### src/rtl/core/mbe_pkg.sv
package mbe_pkg;

    // Coordinate format: signed fixed point, FRAC_BITS fraction bits.
    localparam int COORD_BITS = 32;
    localparam int FRAC_BITS  = 28;
    localparam int COUNT_BITS = 16;
    localparam int PIX_BITS   = 12;
    localparam int SIZE_BITS  = 13;

    // Derived widths.
    localparam int DIFF_BITS     = COORD_BITS + 1;
    localparam int PROD_BITS     = 2 * COORD_BITS;
    localparam int SAT_BITS      = 2 * COORD_BITS;
    localparam int MAP_PROD_BITS = PIX_BITS + 1 + DIFF_BITS;
    localparam int DIV_CNT_BITS  = $clog2(COORD_BITS);
    localparam int CFG_IDX_BITS  = 3;

    // Escape bound 4.0 in the full-width product format.
    localparam logic [PROD_BITS-1:0] ESCAPE_LIMIT = PROD_BITS'(4) << (2 * FRAC_BITS);

    localparam logic signed [COORD_BITS-1:0] COORD_MAX = {1'b0, {(COORD_BITS-1){1'b1}}};
    localparam logic signed [COORD_BITS-1:0] COORD_MIN = {1'b1, {(COORD_BITS-1){1'b0}}};

    // Register reset values.
    localparam logic signed [COORD_BITS-1:0] RESET_LEFT_EDGE  = COORD_BITS'(-536870912);
    localparam logic signed [COORD_BITS-1:0] RESET_UPPER_EDGE = COORD_BITS'(335544320);
    localparam logic signed [COORD_BITS-1:0] RESET_RIGHT_EDGE = COORD_BITS'(134217728);
    localparam logic signed [COORD_BITS-1:0] RESET_LOWER_EDGE = COORD_BITS'(-335544320);
    localparam logic [SIZE_BITS-1:0]  RESET_VIEW_WIDTH      = SIZE_BITS'(640);
    localparam logic [SIZE_BITS-1:0]  RESET_VIEW_HEIGHT     = SIZE_BITS'(480);
    localparam logic [COUNT_BITS-1:0] RESET_ITERATION_LIMIT = COUNT_BITS'(256);

    // Configuration register indexes.
    typedef enum logic [CFG_IDX_BITS-1:0] {
        REG_LEFT_EDGE       = 3'd0,
        REG_UPPER_EDGE      = 3'd1,
        REG_RIGHT_EDGE      = 3'd2,
        REG_LOWER_EDGE      = 3'd3,
        REG_VIEW_WIDTH      = 3'd4,
        REG_VIEW_HEIGHT     = 3'd5,
        REG_ITERATION_LIMIT = 3'd6
    } cfg_reg_t;

    // Commands from the controller to the datapath.
    typedef struct packed {
        logic load_item;
        logic div_start;
        logic map_mul;
        logic map_sum;
        logic iter_mul;
        logic iter_upd;
        logic out_load;
    } mbe_cmd_t;

    // Status from the datapath to the controller.
    typedef struct packed {
        logic div_done;
        logic stop;
    } mbe_status_t;

    // Clamp a wide signed value to the coordinate range.
    function automatic logic signed [COORD_BITS-1:0] sat_coord(
        input logic signed [SAT_BITS-1:0] v
    );
        logic [SAT_BITS-COORD_BITS:0] top;
        logic signed [COORD_BITS-1:0] res;
        top = v[SAT_BITS-1:COORD_BITS-1];
        if ((&top) || !(|top)) begin
            res = v[COORD_BITS-1:0];
        end
        else if (v[SAT_BITS-1]) begin
            res = COORD_MIN;
        end
        else begin
            res = COORD_MAX;
        end
        return res;
    endfunction

endpackage

### src/rtl/core/mbe_ctrl.sv
module mbe_ctrl (
    input  logic                 clk,
    input  logic                 rst_n,
    input  logic                 in_valid,
    output logic                 in_stall,
    output logic                 out_valid,
    input  logic                 out_stall,
    input  mbe_pkg::mbe_status_t status,
    output mbe_pkg::mbe_cmd_t    cmd
);
    import mbe_pkg::*;

    typedef enum logic [6:0] {
        S_IDLE = 7'b0000001,
        S_DIV  = 7'b0000010,
        S_MAP  = 7'b0000100,
        S_SUM  = 7'b0001000,
        S_MUL  = 7'b0010000,
        S_UPD  = 7'b0100000,
        S_DONE = 7'b1000000
    } state_t;

    state_t state_reg, state_next;
    logic   out_valid_reg, out_valid_next;

    // Sequencing of one pixel through divide, map, iterate and output load.
    always_comb
    begin
        state_next = state_reg;
        cmd        = '0;
        case (state_reg)
            S_IDLE:
            begin
                if (in_valid)
                begin
                    cmd.load_item = 1'b1;
                    cmd.div_start = 1'b1;
                    state_next    = S_DIV;
                end
            end
            S_DIV:
            begin
                if (status.div_done)
                begin
                    state_next = S_MAP;
                end
            end
            S_MAP:
            begin
                cmd.map_mul = 1'b1;
                state_next  = S_SUM;
            end
            S_SUM:
            begin
                cmd.map_sum = 1'b1;
                state_next  = S_MUL;
            end
            S_MUL:
            begin
                cmd.iter_mul = 1'b1;
                state_next   = S_UPD;
            end
            S_UPD:
            begin
                if (status.stop)
                begin
                    state_next = S_DONE;
                end
                else
                begin
                    cmd.iter_upd = 1'b1;
                    state_next   = S_MUL;
                end
            end
            S_DONE:
            begin
                if (!out_valid_reg || !out_stall)
                begin
                    cmd.out_load = 1'b1;
                    state_next   = S_IDLE;
                end
            end
            default:
            begin
                state_next = S_IDLE;
            end
        endcase
    end

    // The output slot stays full until its transaction completes.
    assign out_valid_next = (out_valid_reg && out_stall) || cmd.out_load;

    always_ff @(posedge clk or negedge rst_n)
    begin
        if (!rst_n)
        begin
            state_reg     <= S_IDLE;
            out_valid_reg <= 1'b0;
        end
        else
        begin
            state_reg     <= state_next;
            out_valid_reg <= out_valid_next;
        end
    end

    assign in_stall  = (state_reg != S_IDLE);
    assign out_valid = out_valid_reg;

endmodule

### config.mk
export PLATFORM = sky130hd
export DESIGN_NAME = mbe_ctrl
export DESIGN_NICKNAME = d
export VERILOG_FILES = /design/src/rtl/core/mbe_pkg.sv /design/src/rtl/core/mbe_ctrl.sv
export SDC_FILE = /design/constraint.sdc
export NUM_CORES = 1
export LEC_CHECK = 0
export ABC_AREA = 1
export BUFFER_PORTS_ARGS = -buffer_cell sky130_fd_sc_hd__clkbuf_2
export CORE_AREA = 2 2 39 41
export DETAILED_ROUTE_END_ITERATION = 16
export DIE_AREA = 0 0 41 43
export GPL_TIMING_DRIVEN = 0
export PLACE_DENSITY = 0.69
export SETUP_SLACK_MARGIN = 0.4
export SLEW_MARGIN = 0
export SYNTH_ARGS = -nofsm -noshare
export SYNTH_HDL_FRONTEND = slang
export SYNTH_SLANG_ARGS = --single-unit
### constraint.sdc
create_clock -name clk -period 1.6 [get_ports clk]
set_clock_uncertainty 0.05 [all_clocks]
set_input_delay 0.24 -clock clk [delete_from_list [all_inputs] [get_ports clk]]
set_output_delay 0.24 -clock clk [all_outputs]
set_load 0.05 [all_outputs]
==> results.rst <==
.. list-table::
   :header-rows: 1

   * - Metric
     - Value
   * - Outcome
     - complete, but fails checks
   * - Violations in the final reports
     - setup timing
   * - Core Region
     - between 1000 and 1500 um^2
   * - Category of the most critical setup path
     - register to output port
   * - Wire length of the first global-routing pass
     - roughly 2200 um
   * - YS warnings
     - 0
   * - Switching power
     - a little over 0.0007 W
   * - Dominant combinational cell family by area after synthesis
     - simple AND/OR/NAND/NOR gates
   * - Setup slack after placement
     - -0.0470 ns
   * - DIE AREA
     - between 1500 and 2000 um^2
   * - Area share of xor/xnor cells in the synthesized design
     - 0%
   * - Kind of path behind the tightest hold check
     - input pin to register
   * - Final max-slew violation count
     - 0
   * - Worst reg2reg path endpoint
     - state_reg[2]
   * - Final WS setup
     - -0.153 ns
   * - Post-route antenna net violation count
     - 0
   * - Fraction of layout instances using a drive strength above 1
     - 67.0%
   * - Post-Layout Cell Count
     - roughly 120
   * - Worst-Margin Slew
     - 0.272 ns
   * - Routed wire per std cell
     - 11.9 um
   * - Register area share after synthesis
     - ~39%
   * - TritonCTS clock tree
     - done
   * - Post-route DRC violation count
     - 0
   * - Time the final worst path needs with I/O delays and setup
     - roughly 1.8 ns
   * - Number of flip-flops and latches in the synthesized netlist
     - 8
   * - Power share of the sequential group
     - 19.3%
   * - Gate power share
     - 69.7%
   * - Average cell area after synthesis
     - 7.53 um^2
   * - Post-DP HPWL
     - 850 um
   * - Post-placement cell count
     - 99
   * - CP startpoint kind
     - register
   * - Setup repair after global routing missed its margin
     - true
   * - Reg2Reg Launch Point
     - state_reg[5]
   * - Post-route fraction of the period consumed by the critical path
     - 110%
   * - Number of synthesized flops with an enable pin
     - 0
   * - Power per cell area
     - 1600 nW/um^2
   * - Depth of the CTS H-tree
     - 1
   * - Num ports
     - 15
   * - Remaining global-route overflow
     - 0
   * - Clock slew seen by the registers of the worst setup and hold paths
     - 0.06 ns
   * - Count of cells along the worst hold path
     - 3
   * - Sinks on the clock net
     - 8
   * - Multiplexer fraction of the synthesized cell area
     - 0%
   * - Flop-to-flop setup slack
     - 0.09 ns
   * - Endpoint, Worst Hold
     - out_valid
   * - Flip-flop count of the largest register after layout
     - 7
   * - Area of the mapped netlist
     - 519 um^2
   * - Share of the core filled with cells in the final layout
     - 70.4%
   * - Source of the worst hold timing path
     - out_stall
   * - Async set-or-reset flop fraction in the synthesized netlist
     - 100%
   * - Final-stage net count
     - 113
   * - Vertical die dimension
     - 43 um
   * - Gate count after technology mapping
     - 69
   * - Maximum number of pins on one net before global-route repair
     - 9
   * - Root Buffer
     - sky130_fd_sc_hd__clkbuf_4
   * - Number of search-and-repair iterations in the first detailed-routing pass
     - 4
   * - Die outline width
     - 41 um
   * - Worst EP arrival
     - roughly 1.5 ns
   * - Final setup TNS
     - -0.621 ns
   * - Total via count in the routed design
     - 578
   * - Count of max-cap constraint violations
     - 0
   * - Max IR drop VDD
     - 0.00135 V
   * - Number of failing setup endpoints in the final timing report
     - 7
   * - Power Internal
     - 0.000846 W
   * - Worst Reg2Reg Path Length in Cells
     - 9
   * - Area share of the leading cell type in the synthesized netlist
     - between 30% and 40%
   * - Count of different cell masters after synthesis
     - 18
   * - Starting density of the core
     - between 30 and 40%
   * - Diode count
     - 0
   * - Required time at the endpoint of the critical path
     - roughly 1.3 ns
   * - Synth Area in Simple Gates
     - 45.3%
   * - Ys flop type
     - sky130_fd_sc_hd__dfrtp_1
   * - Initial antenna violation count
     - 0
   * - Syn nets
     - 75
   * - Post-synthesis cell type with the largest combined area
     - sky130_fd_sc_hd__dfrtp_1
   * - Number of hold violations in the final report
     - 0
   * - Number of vias per cell
     - 4.74
   * - Max-Slew Margin vs Limit
     - 81.7%
   * - Clock network fraction of total power
     - 11.0%
   * - Overall Global Routing Usage
     - 18.4%
   * - Fraction of the mapped netlist area in adder cells
     - 0%
   * - Crit end category
     - output port
   * - Biggest area contributors in the synthesized netlist
     - sky130_fd_sc_hd__dfrtp_1 (34%), sky130_fd_sc_hd__nor2_2 (12%), sky130_fd_sc_hd__nand2_1 (8.0%), sky130_fd_sc_hd__nor2_1 (8.0%), sky130_fd_sc_hd__inv_1 (7.2%)
   * - Layout overhead on the synthesized area
     - 87.7%
   * - Maximum clock insertion buffer count
     - 2
   * - Clock buffers created by TritonCTS
     - 3
   * - Row Count
     - 14
   * - CP Max Fanout
     - 4
   * - F_max
     - 0.570 GHz
   * - Drt initial violations
     - 20
   * - Vias in the first global route
     - 520
   * - Switch share
     - 45.8%
   * - Placer's final routability congestion estimate
     - 0.729
   * - Buffers added on ports
     - 14
   * - Clock insertion delay at the later pin of the skew report
     - roughly 0.26 ns
   * - Leak pwr
     - between 0.4 and 0.5 nW
   * - Total detailed-routing wirelength
     - 1450 um
   * - Fraction of the mapped netlist area in compound gates
     - 5.06%
[power groups by stage]
stage | Clock [W] | Sequential (W) | Combinational (W)
4_1_cts | 0.000174 | 0.000299 | 0.000956
3_3_place_gp | 0 | 0.000291 | 0.000686
5_1_grt | 0.000189 | 0.000305 | 0.00115
3_5_place_dp | 0 | 0.000295 | 0.000695
6_report | 0.000172 | 0.000301 | 0.00109
2_1_floorplan | 0 | 0.000288 | 0.000590
[placed cells by master, fill, tap and decap left out]
master	Yosys	layout
sky130_fd_sc_hd__nand3_1	4	2
sky130_fd_sc_hd__nand2_2	2	4
sky130_fd_sc_hd__buf_6	0	6
sky130_fd_sc_hd__nand3_2	2	4
sky130_fd_sc_hd__clkbuf_16	0	1
sky130_fd_sc_hd__o21bai_2	1	1
sky130_fd_sc_hd__inv_4	0	1
sky130_fd_sc_hd__clkbuf_2	0	5
sky130_fd_sc_hd__clkbuf_4	0	4
sky130_fd_sc_hd__nor2_1	11	7
sky130_fd_sc_hd__o21ai_2	1	1
sky130_fd_sc_hd__dlygate4sd3_1	0	1
sky130_fd_sc_hd__dfrtp_1	7	6
sky130_fd_sc_hd__o22ai_2	0	1
sky130_fd_sc_hd__inv_1	10	9
sky130_fd_sc_hd__nor3_1	1	1
sky130_fd_sc_hd__dfstp_2	1	1
sky130_fd_sc_hd__clkbuf_8	0	3
sky130_fd_sc_hd__nand2_1	11	8
sky130_fd_sc_hd__nor2_2	10	4
sky130_fd_sc_hd__nor3_2	1	1
sky130_fd_sc_hd__nor2_4	1	11
sky130_fd_sc_hd__clkbuf_1	0	1
sky130_fd_sc_hd__inv_2	3	3
sky130_fd_sc_hd__nand2_4	1	2
sky130_fd_sc_hd__buf_2	0	1
sky130_fd_sc_hd__buf_4	1	13
sky130_fd_sc_hd__dfrtp_2	0	1
sky130_fd_sc_hd__buf_8	0	3
[kinds of logic after synthesis]
logic type      count (synthesis)
compound gates                  3
buf+inv                        14
flops                           8
simple gates                   44
[layer usage]
metal | GRT usage (%) | vias up | wire (um) | part of all wire, %
li1 | - | 284 | - | -
met1 | 23.1 | 275 | 634 | 44
met2 | 29.4 | 15 | 738 | 51
met3 | 3.14 | 4 | 46 | 3.2
met4 | 8.00 | 0 | 30 | 2.1
met5 | 0 | - | 0 | 0
[repair_timing]
item	4_1_cts	5_1_grt
buffers inserted	12	6
setup endpoints to repair	11	16
pin swaps	8	8
hold buffers	1	0
gates resized for setup	23	15
cloned	0	0
endpoints found under the hold margin	7	0
[worst max-delay path: stages (launching register included)]
cell and delay (ns):
sky130_fd_sc_hd__dfrtp_1 0.42, sky130_fd_sc_hd__nor2_2 0.17, sky130_fd_sc_hd__nand2_4 0.09, sky130_fd_sc_hd__nor2_4 0.14
sky130_fd_sc_hd__inv_4 0.05, sky130_fd_sc_hd__nor2_4 0.08, sky130_fd_sc_hd__buf_6 0.10, sky130_fd_sc_hd__clkbuf_16 0.15
[cells in the mapped netlist (2+ instances only)]
library cell,instances
sky130_fd_sc_hd__nand2_2,2
sky130_fd_sc_hd__inv_2,3
sky130_fd_sc_hd__nand3_2,2
sky130_fd_sc_hd__dfrtp_1,7
sky130_fd_sc_hd__nand2_1,11
sky130_fd_sc_hd__inv_1,10
sky130_fd_sc_hd__nor2_1,11
sky130_fd_sc_hd__nor2_2,10
sky130_fd_sc_hd__nand3_1,4
[layout make-up]
class | instances | area (um^2)
repair buffers | 33 | 313
flip-flops and latches | 8 | 203
fillers | 103 | 409
well taps | 16 | 20.0
clock buffers | 4 | 26.3
inverters | 13 | 51.3
plain buffers | 1 | 11.3
multi-input cells | 47 | 350
[metrics by stage]
step	total power [W]	area, um^2	hold slack (ns)
finish	0.00156	975	0.160
global route	0.00164	975	0.167
CTS	0.00143	887	0.161
detailed placement	0.000990	654	0.0569
global placement	0.000977	654	0.0488
floorplan	0.000877	564	-0.106
[how the worst max path moves through the flow]
stage | from | endpoint | slack, ns | depth (start not counted)
after global routing | state_reg[5] | cmd[6] | -0.22 | 7
final | state_reg[5] | cmd[6] | -0.15 | 7
after detailed placement | state_reg[2] | cmd[6] | -0.05 | 7
after CTS | state_reg[4] | cmd[6] | -0.13 | 7
after global placement | state_reg[2] | cmd[6] | -0.04 | 7
after floorplan | state_reg[2] | cmd[6] | -0.12 | 6
(Power assumes the default switching activity.)
